<file path="config.mk">
export PLATFORM = sky130hd
export DESIGN_NAME = lmprs_ofifo
export DESIGN_NICKNAME = d
export VERILOG_FILES = /design/src/hw/rtl/led_matrix_pwm_row_scanner_macros.svh /design/src/hw/rtl/lmprs_pkg.sv /design/src/hw/rtl/lmprs_ofifo.sv
export SDC_FILE = /design/constraint.sdc
export NUM_CORES = 1
export LEC_CHECK = 0
export ABC_CLOCK_PERIOD_IN_PS = 1900
export BUFFER_PORTS_ARGS = -buffer_cell sky130_fd_sc_hd__buf_4
export CAP_MARGIN = 20
export CORE_AREA = 2 2 39 41
export DETAILED_ROUTE_END_ITERATION = 8
export DIE_AREA = 0 0 41 43
export GPL_TIMING_DRIVEN = 0
export PLACE_DENSITY = 0.82
export SLEW_MARGIN = 20
export SYNTH_ARGS = -nofsm -noshare
export SYNTH_HDL_FRONTEND = slang
export SYNTH_SLANG_ARGS = --single-unit
</file>
<file path="constraint.sdc">
create_clock -name clk -period 1.9 [get_ports clk]
set_clock_uncertainty 0.1 [all_clocks]
set_input_delay 0.095 -clock clk [delete_from_list [all_inputs] [get_ports clk]]
set_output_delay 0.095 -clock clk [all_outputs]
set_load 0.05 [all_outputs]
</file>
<file path="src/hw/rtl/led_matrix_pwm_row_scanner_macros.svh">
// Assertion macros for the LED matrix row scanner.
`ifndef LED_MATRIX_PWM_ROW_SCANNER_MACROS_SVH
`define LED_MATRIX_PWM_ROW_SCANNER_MACROS_SVH

`ifndef SYNTH
`define LMPRS_ASSERT_IMP(lbl, ck, rn, ante, cons) \
    lbl: assert property (@(posedge ck) disable iff (!rn) (ante) |-> (cons)) \
        else $error("lmprs: same-cycle check failed");
`define LMPRS_ASSERT_NEXT(lbl, ck, rn, ante, cons) \
    lbl: assert property (@(posedge ck) disable iff (!rn) (ante) |=> (cons)) \
        else $error("lmprs: next-cycle check failed");
`else
`define LMPRS_ASSERT_IMP(lbl, ck, rn, ante, cons)
`define LMPRS_ASSERT_NEXT(lbl, ck, rn, ante, cons)
`endif

`endif

</file>
<file path="src/hw/rtl/lmprs_pkg.sv">
package lmprs_pkg;

    localparam int COLUMNS       = 32;
    localparam int ROWS_PER_HALF = 8;
    localparam int HALF_SIZE     = ROWS_PER_HALF * COLUMNS;
    localparam int FB_SIZE       = 2 * HALF_SIZE;

    localparam int HALF_AW   = $clog2(HALF_SIZE);
    localparam int COL_W     = $clog2(COLUMNS);
    localparam int ROW_W     = $clog2(ROWS_PER_HALF);
    localparam int PIX_W     = 8;
    localparam int ADDR_W    = 9;
    localparam int ROW_SEL_W = 3;

    localparam int IN_DATA_W  = 24;
    localparam int OUT_DATA_W = 8;

    localparam int FIFO_DEPTH = 2;
    localparam int FIFO_PTR_W = $clog2(FIFO_DEPTH);
    localparam int FIFO_CNT_W = $clog2(FIFO_DEPTH + 1);

    localparam logic [PIX_W-1:0] PHASE_STEP      = 8'd128;
    localparam logic [PIX_W-1:0] GRAY_STEP_RESET = 8'd4;

    localparam logic MODE_WRITE = 1'b0;
    localparam logic MODE_TICK  = 1'b1;

    typedef enum logic [1:0] {
        ST_CLEAR,
        ST_IDLE,
        ST_SCAN
    } state_t;

    typedef struct packed {
        logic               we;
        logic [HALF_AW-1:0] waddr;
        logic [PIX_W-1:0]   wdata;
        logic               re;
        logic [HALF_AW-1:0] raddr;
    } ram_req_t;

    typedef struct packed {
        logic [ROW_SEL_W-1:0] row_sel;
        logic                 last;
        logic                 lower;
        logic                 upper;
    } out_item_t;

    function automatic logic [ROW_SEL_W-1:0] row_to_sel(input logic [ROW_W-1:0] row);
        logic [ROW_W+ROW_SEL_W-1:0] wide;
        wide = {{ROW_SEL_W{1'b0}}, row};
        return wide[ROW_SEL_W-1:0];
    endfunction

endpackage

</file>
<file path="src/hw/rtl/lmprs_ofifo.sv">
module lmprs_ofifo
(
    input  logic                                clk,
    input  logic                                rst_n,
    input  logic                                push,
    input  lmprs_pkg::out_item_t                push_item,
    input  logic                                pop,
    output logic                                out_valid,
    output lmprs_pkg::out_item_t                out_item,
    output logic [lmprs_pkg::FIFO_CNT_W-1:0]    count
);

    lmprs_pkg::out_item_t mem_reg [lmprs_pkg::FIFO_DEPTH];

    logic [lmprs_pkg::FIFO_PTR_W-1:0] wr_ptr_reg, wr_ptr_next;
    logic [lmprs_pkg::FIFO_PTR_W-1:0] rd_ptr_reg, rd_ptr_next;
    logic [lmprs_pkg::FIFO_CNT_W-1:0] cnt_reg, cnt_next;

    localparam logic [lmprs_pkg::FIFO_PTR_W-1:0] PTR_LAST =
        lmprs_pkg::FIFO_PTR_W'(lmprs_pkg::FIFO_DEPTH - 1);

    always_comb
    begin
        wr_ptr_next = wr_ptr_reg;
        rd_ptr_next = rd_ptr_reg;
        cnt_next    = cnt_reg;
        if (push)
        begin
            wr_ptr_next = (wr_ptr_reg == PTR_LAST) ? '0 : wr_ptr_reg + 1'b1;
        end
        if (pop)
        begin
            rd_ptr_next = (rd_ptr_reg == PTR_LAST) ? '0 : rd_ptr_reg + 1'b1;
        end
        if (push && !pop)
        begin
            cnt_next = cnt_reg + 1'b1;
        end
        else if (pop && !push)
        begin
            cnt_next = cnt_reg - 1'b1;
        end
    end

    always_ff @(posedge clk or negedge rst_n)
    begin
        if (!rst_n)
        begin
            wr_ptr_reg <= '0;
            rd_ptr_reg <= '0;
            cnt_reg    <= '0;
        end
        else
        begin
            wr_ptr_reg <= wr_ptr_next;
            rd_ptr_reg <= rd_ptr_next;
            cnt_reg    <= cnt_next;
        end
    end

    always_ff @(posedge clk)
    begin
        if (push)
        begin
            mem_reg[wr_ptr_reg] <= push_item;
        end
    end

    assign out_valid = (cnt_reg != '0);
    assign out_item  = mem_reg[rd_ptr_reg];
    assign count     = cnt_reg;

endmodule
</file>
-- After elaboration in Yosys (flattened, before gate mapping)
Memories as Yosys holds them, arrays and structs flattened.
Index checks and enable logic that the tools add are counted.
- flip-flop bits (word level): 4
- RAM bits: 12
- word-level logic and storage cells: 20
- memories kept: 1
- add/subtract/negate cells: 4
- muxes and demuxes: 6
- reductions and logical operators: 6
- memory list (memory ; depth ; bits a word ; rd ports ; clocked after memory_dff ; write ports ; line ; source):
    mem_reg ; 2 ; 6 ; 1 ; 0 ; 1 ; lmprs_ofifo.sv:13 ; lmprs_pkg::out_item_t mem_reg [lmprs_pkg::FIFO_DEPTH];
- operators with widths (cell ; count):
    $mux 1 ; 4
    $mux 2 ; 2
    $reduce_bool 2->1 ; 2
    $add 1x1->1 const B ; 2
    $add 2x1->2 const B ; 1
    $logic_and 1x1->1 ; 2
    $logic_not 1->1 ; 2
    $sub 2x1->2 const B ; 1

-- Longest topological paths before layout
Gate-level depths: netlist of the first run.
- word-level depth: 4
- depth in mapped cells: 5

-- Least setup slack after synthesis of the first run
No wires, ideal clock.
- path kind: reg2out
- start point: register cnt_reg, in the netlist count[0]
- end point: output out_valid
- arrival: 1125 ps
- required time: 1705 ps
- setup slack: 580 ps
- stages on the path, launching flop included: 2
- buffers on the path: 0
- path through: dfrtp_1 -> or2_1
- longest elaborated chain between the ends: 1
- ends and longest elaborated chain (element ; line ; source):
    start: declaration ; lmprs_ofifo.sv:17 ; logic [lmprs_pkg::FIFO_CNT_W-1:0] cnt_reg, cnt_next;
    start signal: assignment ; lmprs_ofifo.sv:57 ; cnt_reg <= cnt_next;
    $reduce_bool 2->1 ; lmprs_ofifo.sv:69 ; assign out_valid = (cnt_reg != '0);
    end: declaration ; lmprs_ofifo.sv:8 ; output logic out_valid,
Every way passes these cells.

==> impl_metrics.env, run 1 <==
export IMPL_muxShareOfSynthArea_pct=14.1
export IMPL_start_util_pct=46.3
export IMPL_outcome="finished, final reports clean"
export IMPL_syn_area_um2=641
export IMPL_port_buffers=18
export IMPL_synth_simple_gate_area_share_pct=3.52
export IMPL_grt_overflow_total=0
export IMPL_power_density_mw_per_mm2=1560
export IMPL_cts_tree="built"
export IMPL_netlist_instances=34
export IMPL_required_ns=1.70
export IMPL_drtIter0Drc=1
export IMPL_routedWlPerCell_um=11.9
export IMPL_totalWireLength_um=960
export IMPL_synth_nets=45
export IMPL_vdd_ir_drop_worst_mv=0.938
export IMPL_fin_area_um2=912
export IMPL_slew_violations=0
export IMPL_slowest_delay_ns=0.36
export IMPL_holdBufCountCts=9
export IMPL_grt_max_degree=10
export IMPL_cts_sinks=16
export IMPL_track_usage_pct=14.0
export IMPL_synthXorXnorAreaFrac_pct=6.84
export IMPL_clk_latency_ns=0.28
export IMPL_synth_top_family_by_area="multiplexers"
export IMPL_grt_pass1_wl_mm=1.48
export IMPL_path_max_fanout=7
export IMPL_ctsResizeCount=0
export IMPL_fin_crit_ns=1.49
export IMPL_dieArea_mm2=0.00176
export IMPL_setup_violations=0
export IMPL_reg2reg_depth=1
export IMPL_reg2reg_from="wr_ptr_reg"
export IMPL_final_cells=81
export IMPL_path_class="flop to output pin"
export IMPL_grt_pass1_vias=370
export IMPL_rsz0062_at_grt="no"
export IMPL_layout_filler_cells=104
export IMPL_drc=0
export IMPL_tns_ns=0
export IMPL_rr_endpoint="mem_reg[0][0]"
export IMPL_max_slew_margin_pct=64.6
export IMPL_min_path_type="input pin to asynchronous set/reset pin"
export IMPL_cts_setup_buffers=0
export IMPL_worst_path_most_repeated_cell="buf_4"
export IMPL_synth_compound_area_share_pct=0
export IMPL_largest_register_ffs=12
export IMPL_synthToLayoutAreaGrowth_pct=42.4
export IMPL_max_freq_mhz=671
export IMPL_hold_viol=0
export IMPL_arrival_ns=1.30
export IMPL_drive_above_1_share_pct=43.1
export IMPL_dieHeight_um=43
export IMPL_path_cells="buf_4 -> mux2_4 -> buf_4"
export IMPL_die_w_um=41
export IMPL_reg2reg_slack_ns=0.60
export IMPL_cts_buffers=3
export IMPL_synthAdderAreaFrac_pct=1.95
export IMPL_drt_pass1_iter_count=4
export IMPL_ys_seq_area_share_pct=71.9
export IMPL_antenna_found_initial=0
export IMPL_worst_path_max_delay_cell="dfrtp_1"
export IMPL_fp_row_count=14
export IMPL_post_dp_cell_area_um2=796
export IMPL_place_gp_congestion=0.653
export IMPL_total_power_mw=1.42
export IMPL_drt_vias_per_instance=4.48
export IMPL_fin_crit_sh_pct=78.5
export IMPL_drtAntennaViolNets=0
export IMPL_clockBufferDepth=2
export IMPL_worstSetupStartpointType="flop"
export IMPL_ys_ff_latch=16
export IMPL_yosys_warnings=0
export IMPL_crit_path_end_kind="output pin"
export IMPL_maxCapViolCount=0
export IMPL_synth_avg_cell_area_um2=18.8
export IMPL_cts_clk_slew_worst_paths_ns=0.08
export IMPL_htree_levels=1
export IMPL_io_pins=19
export IMPL_dp_cells=68
export IMPL_cts_root_buf="clkbuf_4"
export IMPL_worst_pin_slew_ns=0.530
export IMPL_coreArea_mm2=0.00138
export IMPL_fin_util_pct=65.9
export IMPL_power_leakage_nw=0.394
export IMPL_num_vias=363
export IMPL_antenna_cells=0
export IMPL_fin_nets=77
export IMPL_yosysUniqueCellTypes=12
==> cell families (layout without fill, tap and decap cells) <==
group	count (synthesis)	count (layout)
DFF	16	16
muxes	6	6
adders and majority gates	1	1
xor gates and xnor gates	5	5
buffers and inverters	2	33
and+or+nand+nor	4	4
==> how the worst max path moves through the flow <==
| stage | startpoint | end | slack (ns) | depth (start not counted) |
|---|---|---|---|---|
| 2_1_floorplan | count[0] | out_valid | 0.58 | 1 |
| 3_3_place_gp | wr_ptr_reg | mem_reg[0][1] | 0.60 | 1 |
| 3_5_place_dp | wr_ptr_reg | mem_reg[0][1] | 0.56 | 1 |
| 4_1_cts | rd_ptr_reg | out_item[5] | 0.40 | 3 |
| 5_1_grt | rd_ptr_reg | out_item[2] | 0.36 | 3 |
| 6_report | rd_ptr_reg | out_item[5] | 0.41 | 3 |
==> cells in the mapped netlist <==
cell type  number  area [um2]
inv_1           1        3.75
and2_1          1        6.26
or2_1           1        6.26
xor2_1          4        35.0
nor2b_1         1        6.26
ha_1            1        12.5
xnor2_1         1        8.76
mux2_4          6        90.1
dfrtp_1         4         100
buf_4           1        7.51
edfxtp_1       12         360
nor2_1          1        3.75
==> through the flow <==
step                      hold WS, ns  setup WS [ns]
after global routing           0.0246          0.357
after floorplan                -0.301          0.580
after detailed placement       -0.207          0.563
after CTS                      0.0405          0.396
after global placement         -0.207          0.605
final                          0.0369          0.409
==> layer usage <==
layer  vias up  routed length [um]  GRT usage [%]
met5         -                   0              0
met3         2                  24           4.71
met2         8                 568           22.2
li1        183                   -              -
met4         0                  17           12.0
met1       170                 349           13.4
==> layout make-up <==
class                      instances  area [um2]  area share, %
sequential                        16         460           50.5
timing repair buffer              27         225           24.7
multi-input combinational         16         169           18.5
clock buffer                       4        26.3           2.88
tap                               16        20.0           2.19
buffer                             1        7.51          0.823
inverter                           1        3.75          0.412
==> layout by cell type (no fill, tap or decap) <==
cell type and count:
inv_1 1, and2_1 1, mux2_4 6, nor2b_1 1, ha_1 1, buf_4 19
dlygate4sd3_1 9, clkbuf_4 3, nor2_1 1, clkbuf_1 1, edfxtp_1 12, xnor2_1 1
xor2_1 4, dfrtp_1 4, or2_1 1
==> critical path: cells and delay by family (launching register included) <==
| family | cells | cell delay (ns) |
|---|---|---|
| flip-flops | 1 | 0.36 |
| multiplexers | 1 | 0.30 |
| buffers and inverters | 2 | 0.36 |
==> report_power, final <==
part           switching (mW)  internal (mW)
clock network          0.0936         0.0814
registers              0.0455          0.479
logic                   0.448          0.277
total                   0.587          0.838
Note: power is estimated with default switching activity, not from simulation.
==> run 2: changes to the inputs <==
- ABC_CLOCK_PERIOD_IN_PS: 1900 -> 1400
- CORE_AREA: 2 2 39 41 -> 2 2 40 42
- DIE_AREA: 0 0 41 43 -> 0 0 42 44
- PLACE_DENSITY: 0.82 -> 0.79
- clock period: 1.9 -> 1.4 ns (I/O delays scaled with it)
==> impl_metrics.env, run 2 (synthesis results as in run 1) <==
export IMPL_outcome="finished with violations"
export IMPL_violations="setup timing"
export IMPL_post_dp_cell_area_um2=796
export IMPL_routedWlPerCell_um=10.2
export IMPL_drt_vias_per_instance=4.25
export IMPL_cts_buffers=3
export IMPL_setup_slack_ns=-0.0113
export IMPL_drive_above_1_share_pct=47.8
export IMPL_antenna_found_initial=0
export IMPL_cts_clk_slew_worst_paths_ns=0.08
export IMPL_required_ns=1.23
export IMPL_dieArea_mm2=0.00185
export IMPL_max_freq_mhz=709
export IMPL_dp_hpwl_um=589
export IMPL_reg2reg_from="wr_ptr_reg"
export IMPL_synthToLayoutAreaGrowth_pct=52.0
export IMPL_cts_tree="built"
export IMPL_track_usage_pct=11.0
export IMPL_path_cells="buf_6 -> mux2_4 -> buf_8"
export IMPL_path_max_fanout=7
export IMPL_grt_max_degree=10
export IMPL_fin_area_um2=973
export IMPL_coreArea_mm2=0.00142
export IMPL_slew_violations=0
export IMPL_vdd_ir_drop_worst_mv=1.22
export IMPL_crit_buf_inv=2
export IMPL_slowest_delay_ns=0.38
export IMPL_grt_pass1_wl_mm=1.46
export IMPL_hold_ws_ns=0.0316
export IMPL_grt_overflow_total=0
export IMPL_power_leakage_nw=0.423
export IMPL_fin_crit_ns=1.41
export IMPL_min_path_type="input pin to asynchronous set/reset pin"
export IMPL_htree_levels=1
export IMPL_drtAntennaViolNets=0
export IMPL_dp_slack_ns=0.0880
export IMPL_cts_root_buf="clkbuf_4"
export IMPL_path_class="flop to output pin"
export IMPL_start_util_pct=45.1
export IMPL_worst_path_max_delay_cell="dfrtp_1"
export IMPL_drt_pass1_iter_count=2
export IMPL_clockBufferDepth=2
export IMPL_port_buffers=18
export IMPL_die_w_um=42
export IMPL_final_common_cell="buf_4"
export IMPL_worst_pin_slew_ns=0.306
export IMPL_crit_path_end_kind="output pin"
export IMPL_tns_ns=-0.0326
export IMPL_maxCapViolCount=0
export IMPL_setup_violations=6
export IMPL_clk_latency_ns=0.26
export IMPL_num_vias=353
export IMPL_power_density_mw_per_mm2=2170
export IMPL_max_slew_margin_pct=79.5
export IMPL_dieHeight_um=44
export IMPL_drc=0
export IMPL_largest_register_ffs=12
export IMPL_fin_nets=79
export IMPL_cts_sinks=16
export IMPL_rsz0062_at_grt="yes"
export IMPL_total_power_mw=2.11
export IMPL_drtIter0Drc=2
export IMPL_hold_viol=0
export IMPL_antenna_cells=0
export IMPL_grt_pass1_vias=348
export IMPL_totalWireLength_um=844
export IMPL_fin_crit_sh_pct=101
export IMPL_arrival_ns=1.24
export IMPL_final_cell_mix="14 x buf_4, 12 x edfxtp_1, 9 x dlygate4sd3_1"
export IMPL_worstSetupStartpointType="flop"
export IMPL_io_pins=19
export IMPL_place_gp_congestion=0.668
export IMPL_fp_row_count=14
export IMPL_crit_start="rd_ptr_reg"
export IMPL_path_delay_family="flip-flops"
run 2: cell count changes in the layout (fill, tap and decap cells not counted):
cell      previous run  this run
clkbuf_1             1         0
nor2b_2              0         1
buf_4               19        14
buf_6                0         5
clkbuf_8             0         1
buf_8                0         2
nor2b_1              1         0
run 2: power by group:
part           switching, mW  total, mW  internal [mW]
sequential            0.0686      0.719          0.650
clock                  0.119      0.277          0.158
combinational          0.631       1.12          0.486
total                  0.819       2.11           1.29
run 2: timing repair:
action,4_1_cts,5_1_grt
hold endpoints to repair,18,0
setup buffers,1,1
setup endpoints to repair,6,12
gates resized for setup,8,2
hold buffers,9,0
run 2: worst paths after layout:
path                            endpoint  slack (ns)  cells past startpoint
max reg2reg                mem_reg[1][4]        0.26                      1
max                          out_item[1]       -0.01                      3
min                             count[0]        0.03                      2
min in group clk                count[1]        0.40                      1
min reg2reg                     count[1]        0.40                      1
max in group asynchronous     wr_ptr_reg        1.07                      2
run 2: layout make-up:
| class | count | area (um2) |
|---|---|---|
| repair buffers | 29 | 270 |
| inverters | 1 | 3.75 |
| clock buffers | 4 | 36.3 |
| plain buffers | 1 | 11.3 |
| multi-input cells | 16 | 171 |
| well taps | 16 | 20.0 |
| fillers | 92 | 445 |
| flip-flops and latches | 16 | 460 |
run 2: metrics by stage:
step / utilization (%) / instances
after CTS: 67.6 / 82
after detailed placement: 56.1 / 68
after global routing: 68.6 / 83
final: 68.6 / 83
after floorplan: - / 34
after global placement: 56.1 / 68
run 2: per-layer routing:
metal,part of all wire (%),global-route usage [%],vias up
met5,0,0,-
met4,0,3.87,0
met3,2.8,2.50,0
met2,59,20.9,6
met1,38,11.9,162
li1,-,-,185
