### src/hw/rtl/led_matrix_pwm_row_scanner_macros.svh
// Assertion macros for the LED matrix row scanner.
`ifndef LED_MATRIX_PWM_ROW_SCANNER_MACROS_SVH
`define LED_MATRIX_PWM_ROW_SCANNER_MACROS_SVH

`ifndef SYNTH
`define LMPRS_ASSERT_IMP(lbl, ck, rn, ante, cons) \
    lbl: assert property (@(posedge ck) disable iff (!rn) (ante) |-> (cons)) \
        else $error("lmprs: same-cycle check failed");
`define LMPRS_ASSERT_NEXT(lbl, ck, rn, ante, cons) \
    lbl: assert property (@(posedge ck) disable iff (!rn) (ante) |=> (cons)) \
        else $error("lmprs: next-cycle check failed");
`else
`define LMPRS_ASSERT_IMP(lbl, ck, rn, ante, cons)
`define LMPRS_ASSERT_NEXT(lbl, ck, rn, ante, cons)
`endif

`endif

### src/hw/rtl/lmprs_pkg.sv
package lmprs_pkg;

    localparam int COLUMNS       = 32;
    localparam int ROWS_PER_HALF = 8;
    localparam int HALF_SIZE     = ROWS_PER_HALF * COLUMNS;
    localparam int FB_SIZE       = 2 * HALF_SIZE;

    localparam int HALF_AW   = $clog2(HALF_SIZE);
    localparam int COL_W     = $clog2(COLUMNS);
    localparam int ROW_W     = $clog2(ROWS_PER_HALF);
    localparam int PIX_W     = 8;
    localparam int ADDR_W    = 9;
    localparam int ROW_SEL_W = 3;

    localparam int IN_DATA_W  = 24;
    localparam int OUT_DATA_W = 8;

    localparam int FIFO_DEPTH = 2;
    localparam int FIFO_PTR_W = $clog2(FIFO_DEPTH);
    localparam int FIFO_CNT_W = $clog2(FIFO_DEPTH + 1);

    localparam logic [PIX_W-1:0] PHASE_STEP      = 8'd128;
    localparam logic [PIX_W-1:0] GRAY_STEP_RESET = 8'd4;

    localparam logic MODE_WRITE = 1'b0;
    localparam logic MODE_TICK  = 1'b1;

    typedef enum logic [1:0] {
        ST_CLEAR,
        ST_IDLE,
        ST_SCAN
    } state_t;

    typedef struct packed {
        logic               we;
        logic [HALF_AW-1:0] waddr;
        logic [PIX_W-1:0]   wdata;
        logic               re;
        logic [HALF_AW-1:0] raddr;
    } ram_req_t;

    typedef struct packed {
        logic [ROW_SEL_W-1:0] row_sel;
        logic                 last;
        logic                 lower;
        logic                 upper;
    } out_item_t;

    function automatic logic [ROW_SEL_W-1:0] row_to_sel(input logic [ROW_W-1:0] row);
        logic [ROW_W+ROW_SEL_W-1:0] wide;
        wide = {{ROW_SEL_W{1'b0}}, row};
        return wide[ROW_SEL_W-1:0];
    endfunction

endpackage

### src/hw/rtl/lmprs_seq.sv
module lmprs_seq
(
    input  logic                                clk,
    input  logic                                rst_n,
    input  logic                                in_valid,
    output logic                                in_ready,
    input  logic                                in_mode,
    input  logic [lmprs_pkg::ADDR_W-1:0]        in_addr,
    input  logic [lmprs_pkg::PIX_W-1:0]         in_value,
    input  logic [lmprs_pkg::PIX_W-1:0]         gray_step,
    input  logic [lmprs_pkg::FIFO_CNT_W-1:0]    fifo_count,
    input  logic                                fifo_pop,
    input  logic [lmprs_pkg::PIX_W-1:0]         up_rdata,
    input  logic [lmprs_pkg::PIX_W-1:0]         lo_rdata,
    output lmprs_pkg::ram_req_t                 up_req,
    output lmprs_pkg::ram_req_t                 lo_req,
    output logic                                push_valid,
    output lmprs_pkg::out_item_t                push_item
);

    localparam int OCC_W = lmprs_pkg::FIFO_CNT_W + 1;

    lmprs_pkg::state_t state_reg, state_next;

    logic [lmprs_pkg::COL_W-1:0]     col_reg, col_next;
    logic [lmprs_pkg::ROW_W-1:0]     row_reg, row_next;
    logic [lmprs_pkg::PIX_W-1:0]     cmp_reg, cmp_next;
    logic [lmprs_pkg::HALF_AW-1:0]   clr_reg, clr_next;
    logic                            pend_reg, pend_next;
    logic [lmprs_pkg::PIX_W-1:0]     cmp_pipe_reg;
    logic [lmprs_pkg::ROW_SEL_W-1:0] row_pipe_reg;
    logic                            last_pipe_reg;

    logic                            issue;
    logic                            col_last;
    logic                            row_last;
    logic                            clr_last;
    logic [OCC_W-1:0]                occ;
    logic [lmprs_pkg::PIX_W-1:0]     row_inc;
    logic [lmprs_pkg::HALF_AW-1:0]   scan_addr;
    logic                            wr_upper;
    logic                            wr_lower;

    assign col_last = (col_reg == lmprs_pkg::COL_W'(lmprs_pkg::COLUMNS - 1));
    assign row_last = (row_reg == lmprs_pkg::ROW_W'(lmprs_pkg::ROWS_PER_HALF - 1));
    assign clr_last = (clr_reg == lmprs_pkg::HALF_AW'(lmprs_pkg::HALF_SIZE - 1));
    assign occ      = OCC_W'(fifo_count) + OCC_W'(pend_reg);
    assign issue    = (state_reg == lmprs_pkg::ST_SCAN) &&
                      (occ < (OCC_W'(lmprs_pkg::FIFO_DEPTH) + OCC_W'(fifo_pop)));

    assign scan_addr = lmprs_pkg::HALF_AW'(row_reg) * lmprs_pkg::HALF_AW'(lmprs_pkg::COLUMNS)
                     + lmprs_pkg::HALF_AW'(col_reg);

    assign wr_upper = (32'(in_addr) < lmprs_pkg::HALF_SIZE);
    assign wr_lower = (32'(in_addr) >= lmprs_pkg::HALF_SIZE) &&
                      (32'(in_addr) < lmprs_pkg::FB_SIZE);

    // next state
    always_comb
    begin
        state_next = state_reg;
        case (state_reg)
            lmprs_pkg::ST_CLEAR:
            begin
                if (clr_last)
                begin
                    state_next = lmprs_pkg::ST_IDLE;
                end
            end
            lmprs_pkg::ST_IDLE:
            begin
                if (in_valid && (in_mode == lmprs_pkg::MODE_TICK))
                begin
                    state_next = lmprs_pkg::ST_SCAN;
                end
            end
            lmprs_pkg::ST_SCAN:
            begin
                if (issue && col_last)
                begin
                    state_next = lmprs_pkg::ST_IDLE;
                end
            end
            default:
            begin
                state_next = lmprs_pkg::ST_CLEAR;
            end
        endcase
    end

    // outputs
    always_comb
    begin
        in_ready = 1'b0;
        up_req   = '0;
        lo_req   = '0;
        case (state_reg)
            lmprs_pkg::ST_CLEAR:
            begin
                up_req.we    = 1'b1;
                up_req.waddr = clr_reg;
                lo_req.we    = 1'b1;
                lo_req.waddr = clr_reg;
            end
            lmprs_pkg::ST_IDLE:
            begin
                in_ready = 1'b1;
                if (in_valid && (in_mode == lmprs_pkg::MODE_WRITE))
                begin
                    up_req.we    = wr_upper;
                    up_req.waddr = lmprs_pkg::HALF_AW'(in_addr);
                    up_req.wdata = in_value;
                    lo_req.we    = wr_lower;
                    lo_req.waddr = lmprs_pkg::HALF_AW'(32'(in_addr) - lmprs_pkg::HALF_SIZE);
                    lo_req.wdata = in_value;
                end
            end
            lmprs_pkg::ST_SCAN:
            begin
                up_req.re    = issue;
                up_req.raddr = scan_addr;
                lo_req.re    = issue;
                lo_req.raddr = scan_addr;
            end
            default:
            begin
                in_ready = 1'b0;
            end
        endcase
    end

    // counters and PWM compare level
    always_comb
    begin
        col_next  = col_reg;
        row_next  = row_reg;
        cmp_next  = cmp_reg;
        clr_next  = clr_reg;
        pend_next = issue;
        row_inc   = lmprs_pkg::PHASE_STEP +
                    (row_last ? (lmprs_pkg::PHASE_STEP + gray_step) : '0);
        if (state_reg == lmprs_pkg::ST_CLEAR)
        begin
            clr_next = clr_reg + 1'b1;
        end
        if (issue)
        begin
            if (col_last)
            begin
                col_next = '0;
                row_next = row_last ? '0 : row_reg + 1'b1;
                cmp_next = cmp_reg + lmprs_pkg::PHASE_STEP + row_inc;
            end
            else
            begin
                col_next = col_reg + 1'b1;
                cmp_next = cmp_reg + lmprs_pkg::PHASE_STEP;
            end
        end
    end

    always_ff @(posedge clk or negedge rst_n)
    begin
        if (!rst_n)
        begin
            state_reg <= lmprs_pkg::ST_CLEAR;
            col_reg   <= '0;
            row_reg   <= '0;
            cmp_reg   <= '0;
            clr_reg   <= '0;
            pend_reg  <= 1'b0;
        end
        else
        begin
            state_reg <= state_next;
            col_reg   <= col_next;
            row_reg   <= row_next;
            cmp_reg   <= cmp_next;
            clr_reg   <= clr_next;
            pend_reg  <= pend_next;
        end
    end

    always_ff @(posedge clk)
    begin
        if (issue)
        begin
            cmp_pipe_reg  <= cmp_reg;
            row_pipe_reg  <= lmprs_pkg::row_to_sel(row_reg);
            last_pipe_reg <= col_last;
        end
    end

    assign push_valid        = pend_reg;
    assign push_item.upper   = (up_rdata > cmp_pipe_reg);
    assign push_item.lower   = (lo_rdata > cmp_pipe_reg);
    assign push_item.last    = last_pipe_reg;
    assign push_item.row_sel = row_pipe_reg;

endmodule

### config.mk
export PLATFORM = sky130hd
export DESIGN_NAME = lmprs_seq
export DESIGN_NICKNAME = d
export VERILOG_FILES = /design/src/hw/rtl/led_matrix_pwm_row_scanner_macros.svh /design/src/hw/rtl/lmprs_pkg.sv /design/src/hw/rtl/lmprs_seq.sv
export SDC_FILE = /design/constraint.sdc
export NUM_CORES = 1
export LEC_CHECK = 0
export ABC_AREA = 1
export ABC_CLOCK_PERIOD_IN_PS = 3200
export BUFFER_PORTS_ARGS = -buffer_cell sky130_fd_sc_hd__buf_2
export CAP_MARGIN = 0
export CORE_ASPECT_RATIO = 1.4
export CORE_MARGIN = 2
export CORE_UTILIZATION = 30
export DETAILED_ROUTE_END_ITERATION = 10
export PLACE_DENSITY = 0.5
export SYNTH_ARGS = -nofsm -noshare
export SYNTH_HDL_FRONTEND = slang
export SYNTH_SLANG_ARGS = --single-unit
### constraint.sdc
create_clock -name clk -period 3.2 [get_ports clk]
set_input_delay 0.48 -clock clk [delete_from_list [all_inputs] [get_ports clk]]
set_output_delay 0.48 -clock clk [all_outputs]
set_load 0.02 [all_outputs]
Word level (Yosys, flattened, before mapping)
Index checks and enable logic that the tools add are counted.
{"block": "op_classes", "addsub": 11, "multipliers": 0, "n_div": 0, "order_cmp": 5, "n_eq_ne": 8, "n_shift": 0, "mux": 16, "n_bitwise": 1, "n_reduce_logical": 7}
{"op": "$pmux W9 S2", "count": 2}
{"op": "$mux W17", "count": 2}
{"op": "$mux W8", "count": 4}
{"op": "$add A8 B8 Y8 const A", "count": 2}
{"op": "$gt A8 B8 Y1", "count": 2}
{"op": "$ge A9 B9 Y1 const B", "count": 1}
{"op": "$lt A9 B9 Y1 const B", "count": 1}
{"op": "$mux W9", "count": 1}
{"op": "$add A8 B1 Y8 const B", "count": 1}
{"op": "$add A8 B5 Y8", "count": 1}
{"op": "$add A8 B8 Y8", "count": 1}
{"op": "$add A8 B8 Y8 const B", "count": 1}
{"op": "$eq A8 B8 Y1 const B", "count": 1}
{"op": "$sub A8 B1 Y8 const B", "count": 1}
{"op": "$mux W2", "count": 3}
{"op": "$pmux W2 S3", "count": 1}
{"op": "$add A5 B1 Y5 const B", "count": 1}
{"op": "$eq A5 B5 Y1 const B", "count": 1}
{"op": "$mux W5", "count": 1}
{"op": "$logic_and A1 B1 Y1", "count": 4}
{"op": "$ne A2 B2 Y1 const B", "count": 2}
{"op": "$add A2 B1 Y3", "count": 1}
{"op": "$add A2 B1 Y3 const A", "count": 1}
{"op": "$add A3 B1 Y3 const B", "count": 1}
{"op": "11 further kinds", "count": 11}
{"block": "word_totals", "ff_bits": 39, "latchBits": 0, "mem_bits_rw": 0, "rom_bits": 0, "in_bits": 48, "output_inout_bits": 60, "elab_cells": 57, "mem_count": 0}

Depth between registers and ports, before layout
Gate-level depths: netlist of the first run.
{"block": "logic_depth", "word_depth": 6, "depth_mapped": 16, "depth_no_buf": 15}

Worst setup path after synthesis of the first run
Ideal clock, no wire load.
{"block": "synth_path", "path_type": "reg-to-reg", "start": "register row_reg[0] (netlist name)", "end": "register cmp_reg[5] (netlist name)", "setup_time_ns": 0.117, "t_arrival_ns": 2.380, "t_required_ns": 3.083, "slack_ns": 0.703, "path_stages_with_launch": 17, "path_buffers": 1, "synth_period_minus_slack_ns": 2.497, "cell_sequence": "dfrtp_1 > ha_1 > ha_1 > clkbuf_1 > nand2_1 > inv_1 > ha_1 > ha_1 > inv_1 > fa_1 > inv_1 > nand3_1 > nand3_1 > xnor2_1 > nand2_1 > o21ai_1 > inv_1"}
{"block": "synth_between", "elab_chain_len": 5}
{"element": "start: declaration", "line": "lmprs_seq.sv:26", "text": "logic [lmprs_pkg::ROW_W-1:0] row_reg, row_next;"}
{"element": "start signal: assignment", "line": "lmprs_seq.sv:177", "text": "row_reg <= row_next;"}
{"element": "$eq A3 B3 Y1", "line": "lmprs_seq.sv:45", "text": "assign row_last = (row_reg == lmprs_pkg::ROW_W'(lmprs_pkg::ROWS_PER_HALF - 1));"}
{"element": "$mux W8", "line": "lmprs_seq.sv:141", "text": "(row_last ? (lmprs_pkg::PHASE_STEP + gray_step) : '0);"}
{"element": "$add A8 B8 Y8", "line": "lmprs_seq.sv:140", "text": "row_inc = lmprs_pkg::PHASE_STEP +"}
{"element": "$add A8 B8 Y8", "line": "lmprs_seq.sv:152", "text": "cmp_next = cmp_reg + lmprs_pkg::PHASE_STEP + row_inc;"}
{"element": "$mux W8", "line": "lmprs_seq.sv:148", "text": "if (col_last)"}
{"element": "end signal: assignment", "line": "lmprs_seq.sv:178", "text": "cmp_reg <= cmp_next;"}
{"element": "end: declaration", "line": "lmprs_seq.sv:27", "text": "logic [lmprs_pkg::PIX_W-1:0] cmp_reg, cmp_next;"}
Every way passes these cells.
A chain may end at the register's enable or synchronous reset.

Final worst setup path of the first run
Ends and elaborated chain as after synthesis.

==> results by group, run 1 <==
Setup path
  – Critical path class: reg -> reg
  – Critical Path RT: 3370 ps
  – Kind of start point of the critical path: flop
  – Critical Path Sink Type: flop
  – CP Data Arrival Time: 2800 ps
  – Critical Path Fanout Max: 9

Global routing
  – GRT Max-Usage Layer: met2
  – Vias in the first global route: roughly 2300
  – Grt met1 use: 13.40%
  – Initial antenna violation count: 0
  – First-pass GRT wire length: 10250 microns
  – Largest net degree at the start of global routing: 28
  – Total gr overflow: 0
  – Overall Global Routing Usage: 12.20%
  – Met3 Track Usage GR: 1.775%
  – Met2 Use GR: 23.57%

Synthesis
  – #FFs+latches synth: 39
  – Largest family of logic cells by synthesized area: simple AND/OR/NAND/NOR gates
  – Synth top cells by count: 70 x nand2_1, 61 x inv_1, 36 x ha_1, 29 x nor2_1, 27 x dfrtp_1
  – Post-Syn Area: 2909 sq um
  – Mux cell area share after synthesis: 0%
  – Syn Inst Count: 360
  – Post-synth top area share: 23.23%
  – Post-synthesis compound-gate area fraction: 8.215%
  – Top-count cell post-synth: nand2_1
  – Syn Area/Cell: 8.081 sq um
  – Mapped Nets: about 450
  – Post-synthesis async set-or-reset flop share: 69.23%
  – Adder-Cell Fraction of Synth Area: about 16%
  – Sequential share of the synthesized area: 35.61%
  – EDFF count, synth: 12
  – YS warnings: 0
  – Synth area leaders: dfrtp_1 23%, ha_1 15%, edfxtp_1 12%
  – Top FF cell, synth: dfrtp_1
  – Simple-Gate Fraction of Synth Area: 20.69%
  – Cell taking the most area after synthesis: dfrtp_1
  – Post-synthesis xor/xnor area fraction: between 3 and 4%
  – Cell variety after synth: 31

Final layout
  – Diodes inserted: 0
  – Post-route cell area: 3510 sq um
  – Fillers: just under 1000
  – Area Overhead vs Synth: 20.65%
  – Non-filler instance count after layout: 556
  – Layout cell share with drive strength beyond 1: 28.48%
  – Fin util: a little under two fifths
  – NumNets Final: 530

Placement
  – GP Congestion: 0.7454
  – Placed Area: 3368 sq um
  – IO Port Bufs: approximately 110
  – Dpl hpwl: 5136 microns
  – Post-Place Setup Slack: 546.8 ps
  – Placed instance count: 548

STA
  – RSZ-0062 raised after global routing: no
  – Slew margin rel.: 56.17%
  – Slew Viols, Final: 0
  – Max Clock Skew: 4.241 ps
  – Final min period: 2630 ps
  – Endpoints failing hold: 0
  – Final setup viols: 0
  – Setup ws final: 569.8 ps
  – Setup TNS: 0 ps
  – Hold Slack: 226.6 ps
  – Max Fclk: around 0.38 GHz
  – Worst slew pin tran: approximately 660 ps
  – Crit share post-route: between 80% and 90%

Status
  – Status: completed

Floorplanning
  – # rows: between 40 and 50
  – Chip Width: 87.23 microns
  – Die Y: around 120 microns
  – Starting density of the core: 30.75%
  – Ports: 108
  – Die ar.: 10510 sq um
  – Core Region: 9459 sq um

Clock tree
  – CTS resizes: 0
  – Clock buffer depth: 2
  – Hold buffer count at CTS: 0
  – Num CTS Buffers: 5
  – CTS tree: yes
  – Clk sinks: 39
  – Reg clk slew, reported paths: roughly 60 ps
  – Root buf cell: clkbuf_16
  – Post CTS Setup Buffer Count: 0
  – Clk Latency, worst-skew pair: between 200 and 300 ps
  – H-tree Lvls: 2

Route
  – Final Routed Wirelength: 6173 microns
  – Via density: 4.432
  – Drc violations: 0
  – DRT antenna net count: 0
  – Drt first pass iters: 4
  – DR WL/cell: 11.10 microns
  – Vias: 2464
  – 1st-iter DRT viols: 85

Pwr
  – Power Density: 808.4 nW/um^2
  – Leak: 2.051 nW
  – Max IR drop VDD: 0.0004366 V
  – Gate power share: 54.2%
  – Clock power share: 17.0%
  – Internal power: about 1.5 mW
  – Sw Share: 46.34%
  – Sequential power share: between 20% and 30%
  – Power Total: 2.837 mW
  – P_sw: 1.315 mW

Min path
  – Worst min path class: in -> async

Run
  – Max-Cap Viols: 0
-- power groups by stage --
stage               clock, mW  sequential [mW]  combinational, mW
floorplan                   0            0.804               1.24
global placement            0            0.824               1.55
detailed placement          0            0.827               1.57
CTS                     0.497            0.819               1.57
global route            0.519            0.843               1.75
finish                  0.483            0.817               1.54
-- cell families (layout without fill, tap and decap cells) --
family / count (synthesis) / in the layout
buf+inv: 95 / 181
flops: 39 / 39
simple gates: 138 / 138
xor+xnor: 10 / 10
fa+ha+maj: 37 / 37
compound gates: 41 / 41
-- cells in the final DEF, fill, tap and decap left out, types with 2 or more instances in the layout --
cell,count
buf_2,107
nand2_1,70
inv_1,61
ha_1,36
nor2_1,29
dfrtp_1,27
nand3_1,19
o21ai_0,15
a21oi_1,13
edfxtp_1,12
nor3_1,7
nand4_1,7
xor2_1,7
o21ai_1,5
clkbuf_16,5
nand2_2,3
a32o_1,3
xnor2_1,3
buf_4,3
clkinv_2,2
-- routing by layer --
layer	part of all wire (%)	up-vias
li1	-	1304
met1	40	1077
met2	54	77
met3	5.3	6
met4	0.79	0
met5	0	-
-- critical path: stages, from the launching register on --
cell     delay [ps]
dfrtp_1         400
ha_1            210
ha_1            310
nand2_1         110
inv_1            40
ha_1            270
ha_1            180
inv_1            60
fa_1            410
inv_1            90
nand3_1          70
nand3_1          90
xnor2_1         110
nand2_1          60
o21ai_1          70
inv_1            50
-- cell type report --
class,instances,area (sq um),share of cell area (%)
clock buffers,6,128.9,3.672
clock inverters,2,12.51,0.3565
inverters,63,237.7,6.774
multi-input cells,226,1399,39.86
flip-flops and latches,39,1036,29.52
well taps,110,137.6,3.922
repair buffers,110,558.0,15.90
-- worst paths after layout --
path | from | to | slack, ps | cells past startpoint
min reg2reg | row_reg[1]$_DFFE_PN0P_ | row_pipe_reg[1]$_DFFE_PN_ | 480 | 0
min | rst_n | clr_reg[7]$_DFFE_PN0P_ | 230 | 1
max | row_reg[0]$_DFFE_PN0P_ | cmp_reg[5]$_DFFE_PN0P_ | 570 | 15
max in group asynchronous | rst_n | cmp_reg[2]$_DFFE_PN0P_ | 2540 | 1
min in group clk | row_reg[1]$_DFFE_PN0P_ | row_pipe_reg[1]$_DFFE_PN_ | 480 | 0
max reg2reg | row_reg[0]$_DFFE_PN0P_ | cmp_reg[5]$_DFFE_PN0P_ | 570 | 15
No activity file was read; power rests on OpenSTA's default activity.
==> run 2, diff against run 1 <==
--- a/config.mk
+++ b/config.mk
@@ -6,14 +6,14 @@
 export NUM_CORES = 1
 export LEC_CHECK = 0
 export ABC_AREA = 1
-export ABC_CLOCK_PERIOD_IN_PS = 3200
+export ABC_CLOCK_PERIOD_IN_PS = 2200
 export BUFFER_PORTS_ARGS = -buffer_cell sky130_fd_sc_hd__buf_2
 export CAP_MARGIN = 0
 export CORE_ASPECT_RATIO = 1.4
 export CORE_MARGIN = 2
 export CORE_UTILIZATION = 30
 export DETAILED_ROUTE_END_ITERATION = 10
-export PLACE_DENSITY = 0.5
+export PLACE_DENSITY = 0.52
 export SYNTH_ARGS = -nofsm -noshare
 export SYNTH_HDL_FRONTEND = slang
 export SYNTH_SLANG_ARGS = --single-unit
==> constraint.sdc (replaced) <==
create_clock -name clk -period 2.2 [get_ports clk]
set_input_delay 0.33 -clock clk [delete_from_list [all_inputs] [get_ports clk]]
set_output_delay 0.33 -clock clk [all_outputs]
set_load 0.02 [all_outputs]
==> results by group, run 2 (synthesis gave the netlist of run 1 again) <==
Min path
  – Worst min path class: in -> async

Pwr
  – P_sw: 2.028 mW
  – Power Total: 4.468 mW
  – Sequential power share: 26.8%
  – Leak: between 2 and 2.5 nW
  – Clock power share: approximately 16%
  – Max IR drop VDD: 0.0007681 V
  – Gate power share: around 58%
  – Sw Share: 45.39%
  – Internal power: approximately 2.4 mW
  – Power Density: 1200 nW/um^2

Floorplanning
  – Ports: 108
  – Chip Width: 87.23 microns
  – Starting density of the core: between 30% and 40%
  – # rows: 42
  – Core Region: about 9500 sq um
  – Die Y: roughly 120 microns
  – Die ar.: 10510 sq um

STA
  – Slew Viols, Final: 0
  – Final setup viols: 3
  – Max Fclk: 0.4273 GHz
  – Slew margin rel.: 54.71%
  – Max Clock Skew: around 4.3 ps
  – Worst slew pin tran: 679.4 ps
  – Crit share post-route: 106.4%
  – RSZ-0062 raised after global routing: yes
  – Setup ws final: -140.1 ps
  – Hold Slack: 80.77 ps
  – Final min period: 2340 ps
  – Endpoints failing hold: 0

Global routing
  – Initial antenna violation count: 0
  – Vias in the first global route: 2573
  – First-pass GRT wire length: around 11000 microns
  – Overall Global Routing Usage: 13.44%
  – Total gr overflow: 0
  – Largest net degree at the start of global routing: 28

Final layout
  – Commonest non-fill, non-tap cell in the layout: buf_2
  – Non-filler instance count after layout: 564
  – Diodes inserted: 0
  – Fillers: between 900 and 1000
  – Commonest cells after routing, fill and taps aside: 107 x buf_2, 69 x nand2_1, 58 x inv_1
  – Layout cell share with drive strength beyond 1: 34.80%
  – Post-route cell area: 3722 sq um
  – Area Overhead vs Synth: 27.96%
  – NumNets Final: around 540

Setup path
  – R2R Setup Slk: -140 ps
  – Critical Path Sink Type: flop
  – Kind of start point of the critical path: flop
  – Critical Path Fanout Max: 7
  – Critical Path RT: 2370 ps
  – CP Data Arrival Time: 2510 ps
  – Critical path class: reg -> reg

Route
  – Via density: 4.553
  – Drc violations: 0
  – 1st-iter DRT viols: 91
  – DRT antenna net count: 0
  – DR WL/cell: 11.89 microns
  – Drt first pass iters: 4
  – Final Routed Wirelength: 6707 microns
  – Vias: 2568

Status
  – Failing checks: negative setup slack
  – Status: finished, violations left

Clock tree
  – Clock buffer depth: 2
  – CTS tree: yes
  – Num CTS Buffers: 5
  – Clk sinks: 39
  – Root buf cell: clkbuf_16
  – Reg clk slew, reported paths: 60 ps
  – H-tree Lvls: 2
  – Clk Latency, worst-skew pair: between 200 and 300 ps
  – Hold buffer count at CTS: 0

Placement
  – Placed instance count: 554
  – Placed Area: 3443 sq um
  – Post-Place Setup Slack: -127.3 ps
  – Dpl hpwl: 5393 microns
  – IO Port Bufs: 107
  – GP Congestion: 0.7454

Run
  – Max-Cap Viols: 0
run 2: power by group through the flow:
stage	clock network [mW]	registers, mW	logic [mW]
floorplan	0	1.17	1.86
global placement	0	1.20	2.32
detailed placement	0	1.20	2.36
CTS	0.715	1.19	2.39
global route	0.745	1.23	2.91
finish	0.694	1.20	2.58
run 2: worst paths after layout:
| check | startpoint | end | cells past startpoint |
|---|---|---|---|
| max | row_reg[0]$_DFFE_PN0P_ | cmp_reg[5]$_DFFE_PN0P_ | 15 |
| min | rst_n | clr_reg[4]$_DFFE_PN0P_ | 1 |
| max reg2reg | row_reg[0]$_DFFE_PN0P_ | cmp_reg[5]$_DFFE_PN0P_ | 15 |
| min reg2reg | cmp_reg[3]$_DFFE_PN0P_ | cmp_pipe_reg[3]$_DFFE_PN_ | 0 |
| max in group asynchronous | rst_n | cmp_reg[2]$_DFFE_PN0P_ | 1 |
| min in group clk | in_valid | state_reg[1]$_DFFE_PN0P_ | 3 |
run 2: repair_timing:
action / CTS / global route
setup buffers: 1 / 2
gates resized for setup: 0 / 18
setup endpoints to repair: 3 / 7
pin swaps: 1 / 11
run 2: per-layer routing:
layer  GRT usage (%)  wire length, microns  vias up
met5               0                     0        -
met4           4.904                   116        0
met3           3.003                   400        8
met2           25.38                  3584       88
met1           14.15                  2605     1152
li1                -                     -     1320
run 2: final cells by class:
class / instances / area, sq um / area share [%]
sequential: 39 / 1036 / 27.83
inverter: 63 / 237.7 / 6.387
multi-input combinational: 226 / 1555 / 41.78
tap: 110 / 137.6 / 3.697
timing repair buffer: 118 / 618.1 / 16.61
clock inverter: 1 / 5.005 / 0.1345
clock buffer: 7 / 132.6 / 3.563
run 2: worst max-delay path: stages (launching register included):
cell	delay [ps]
dfrtp_1	380
ha_2	200
ha_4	190
nand2_1	60
inv_1	40
ha_1	270
ha_2	180
inv_2	40
fa_2	390
inv_2	70
nand3_2	60
nand3_2	80
xnor2_2	100
nand2_1	60
o21ai_1	70
inv_1	50
run 2: per-stage QoR:
stage          setup TNS, ps  utilization (%)
3_5_place_dp          -259.3            36.40
3_3_place_gp          -188.0            36.40
6_report              -255.8            39.35
2_1_floorplan         -287.8                -
4_1_cts               -194.1            37.94
5_1_grt               -657.8            39.35
==> run 3, diff against run 2 <==
--- a/config.mk
+++ b/config.mk
@@ -14,6 +14,7 @@
 export CORE_UTILIZATION = 30
 export DETAILED_ROUTE_END_ITERATION = 10
 export PLACE_DENSITY = 0.52
+export SETUP_SLACK_MARGIN = 0.5
 export SYNTH_ARGS = -nofsm -noshare
 export SYNTH_HDL_FRONTEND = slang
 export SYNTH_SLANG_ARGS = --single-unit
==> results by group, run 3 (synthesis gave the netlist of run 1 again) <==
Pwr
  – Internal power: 3.357 mW
  – Power Density: 1232 nW/um^2
  – Leak: 2.394 nW
  – Gate power share: ~68%
  – Max IR drop VDD: 0.0009208 V
  – Power Total: between 5 and 6 mW
  – P_sw: 2.622 mW
  – Sequential power share: 20.4%
  – Clock power share: 11.7%
  – Sw Share: 43.85%

STA
  – Final setup viols: 3
  – Slew Viols, Final: 0
  – RSZ-0062 raised after global routing: yes
  – Final min period: 2259 ps
  – Hold Slack: a little over 70 ps
  – Max Fclk: 0.4427 GHz
  – Slew margin rel.: a little under three fifths
  – Worst slew pin tran: approximately 660 ps
  – Endpoints failing hold: 0
  – Setup ws final: -58.67 ps
  – Max Clock Skew: 6.347 ps
  – Crit share post-route: 102.7%

Final layout
  – Commonest non-fill, non-tap cell in the layout: buf_2
  – Diodes inserted: 0
  – Area Overhead vs Synth: 66.80%
  – NumNets Final: roughly 570
  – Post-route cell area: roughly 4900 sq um
  – Commonest cells after routing, fill and taps aside: 65 x buf_2, 57 x nand2_1, 50 x inv_1, 50 x buf_6, 28 x buf_4
  – Layout cell share with drive strength beyond 1: a little over half
  – Fillers: approximately 860

Setup path
  – Critical Path Sink Type: flop
  – Critical path class: reg -> reg
  – Slowest cell delay on critical path: just under 400 ps
  – CP top delay family: adder cells
  – Slowest stage cell, crit path: dfrtp_1
  – Critical Path Fanout Max: 4
  – Critical Path RT: 2370 ps
  – Number of buffers and inverters on the critical path: 4
  – Kind of start point of the critical path: flop
  – CP Data Arrival Time: 2430 ps
  – Worst-path cell chain: ha_2 -> ha_4 -> nand2_2 -> inv_2 -> ha_4 -> ha_4 -> inv_2 -> fa_2 -> inv_2 -> nand3_2 -> nand3_2 -> xnor2_2 -> nand2_1 -> o21ai_1 -> inv_1

Clock tree
  – Clk Latency, worst-skew pair: 280 ps
  – Reg clk slew, reported paths: 60 ps
  – CTS tree: yes
  – Hold buffer count at CTS: 0
  – Clk sinks: 39
  – Clock buffer depth: 2
  – Root buf cell: clkbuf_16
  – Num CTS Buffers: 5
  – H-tree Lvls: 2

Floorplanning
  – Chip Width: 87.23 microns
  – Ports: 108
  – Starting density of the core: a little under a third
  – Die Y: 120.5 microns
  – # rows: 42
  – Die ar.: 10510 sq um
  – Core Region: 9459 sq um

Global routing
  – First-pass GRT wire length: 12430 microns
  – Overall Global Routing Usage: around 15%
  – Total gr overflow: 0
  – Initial antenna violation count: 0
  – Vias in the first global route: 2863
  – Largest net degree at the start of global routing: 28

Placement
  – IO Port Bufs: ~110
  – Placed Area: around 3600 sq um
  – Dpl hpwl: about 5300 microns
  – GP Congestion: 0.8080
  – Post-Place Setup Slack: -99.21 ps

Route
  – Drt first pass iters: 5
  – DRT antenna net count: 0
  – Via density: 4.620
  – DR WL/cell: 12.82 microns
  – Drc violations: 0
  – Vias: 2758
  – Final Routed Wirelength: between 7000 and 8000 microns
  – 1st-iter DRT viols: 79

Status
  – Failing checks: negative setup slack
  – Status: finished, violations left

Min path
  – Worst min path class: in -> async

Run
  – Max-Cap Viols: 0
## run 3: changes by cell type in the layout (fill, tap and decap cells not counted), moves of 7 or more
| cell | change |
|---|---|
| ha_4 | +12 |
| buf_6 | +50 |
| nand2_1 | -12 |
| buf_4 | +17 |
| inv_1 | -8 |
| nor2_4 | +10 |
| nor2_1 | -17 |
| ha_1 | -13 |
| o21ai_0 | -12 |
| nor2_2 | +7 |
| buf_2 | -42 |
## run 3: path summary, 6_finish.rpt
check,start,endpoint,slack [ps],cells after the start
min in group clk,in_valid,state_reg[1]$_DFFE_PN0P_,330,3
min,rst_n,clr_reg[7]$_DFFE_PN0P_,70,1
min reg2reg,clr_reg[3]$_DFFE_PN0P_,clr_reg[3]$_DFFE_PN0P_,500,1
max in group asynchronous,rst_n,push_valid$_DFF_PN0_,1650,1
max reg2reg,row_reg[0]$_DFFE_PN0P_,cmp_reg[5]$_DFFE_PN0P_,-60,15
max,row_reg[0]$_DFFE_PN0P_,cmp_reg[5]$_DFFE_PN0P_,-60,15
## run 3: per-layer routing
layer | vias up | wire length [microns] | global-route usage [%]
met5 | - | 0 | 0
met4 | 0 | 73 | 4.038
met3 | 4 | 440 | 2.389
met2 | 96 | 4293 | 29.10
met1 | 1269 | 2844 | 15.80
li1 | 1389 | - | -
## run 3: area by class of cell
cell class                 instances  area, sq um  share of cell area [%]
timing repair buffer             149         1216                   25.06
tap                              110        137.6                   2.837
clock inverter                     2        11.26                  0.2321
inverter                          63        265.3                   5.467
clock buffer                       6        128.9                   2.656
multi-input combinational        226         2033                   41.90
timing repair inverter             2        22.52                  0.4642
sequential                        39         1037                   21.38
## run 3: worst reg2reg max path: cells and delay by family, from the launching register on
| family | cells | cell delay [ps] |
|---|---|---|
| AOI/OAI and AO/OA | 1 | 60 |
| DFF | 1 | 390 |
| adders and majority gates | 5 | 1150 |
| xor gates and xnor gates | 1 | 110 |
| and+or+nand+nor | 4 | 250 |
| buffers and inverters | 4 | 200 |
## run 3: metrics by stage
step,cells,util (%),setup TNS [ps]
floorplan,360,-,-281.6
global placement,556,38.11,-104.0
detailed placement,556,38.11,-196.5
CTS,586,47.70,-55.60
global route,597,51.30,-625.5
finish,597,51.30,-108.1
## run 3: power by group through the flow
stage	registers (mW)	clock network [mW]	logic (mW)
final	1.22	0.700	4.06
after global routing	1.25	0.754	4.42
after CTS	1.20	0.725	3.60
after detailed placement	1.20	0	2.58
after global placement	1.21	0	2.54
after floorplan	1.18	0	2.04
## run 3: timing repair
action	CTS	global route
pin swaps	27	19
setup endpoints to repair	58	80
gates cloned	3	1
setup buffers	19	10
gates resized for setup	147	58
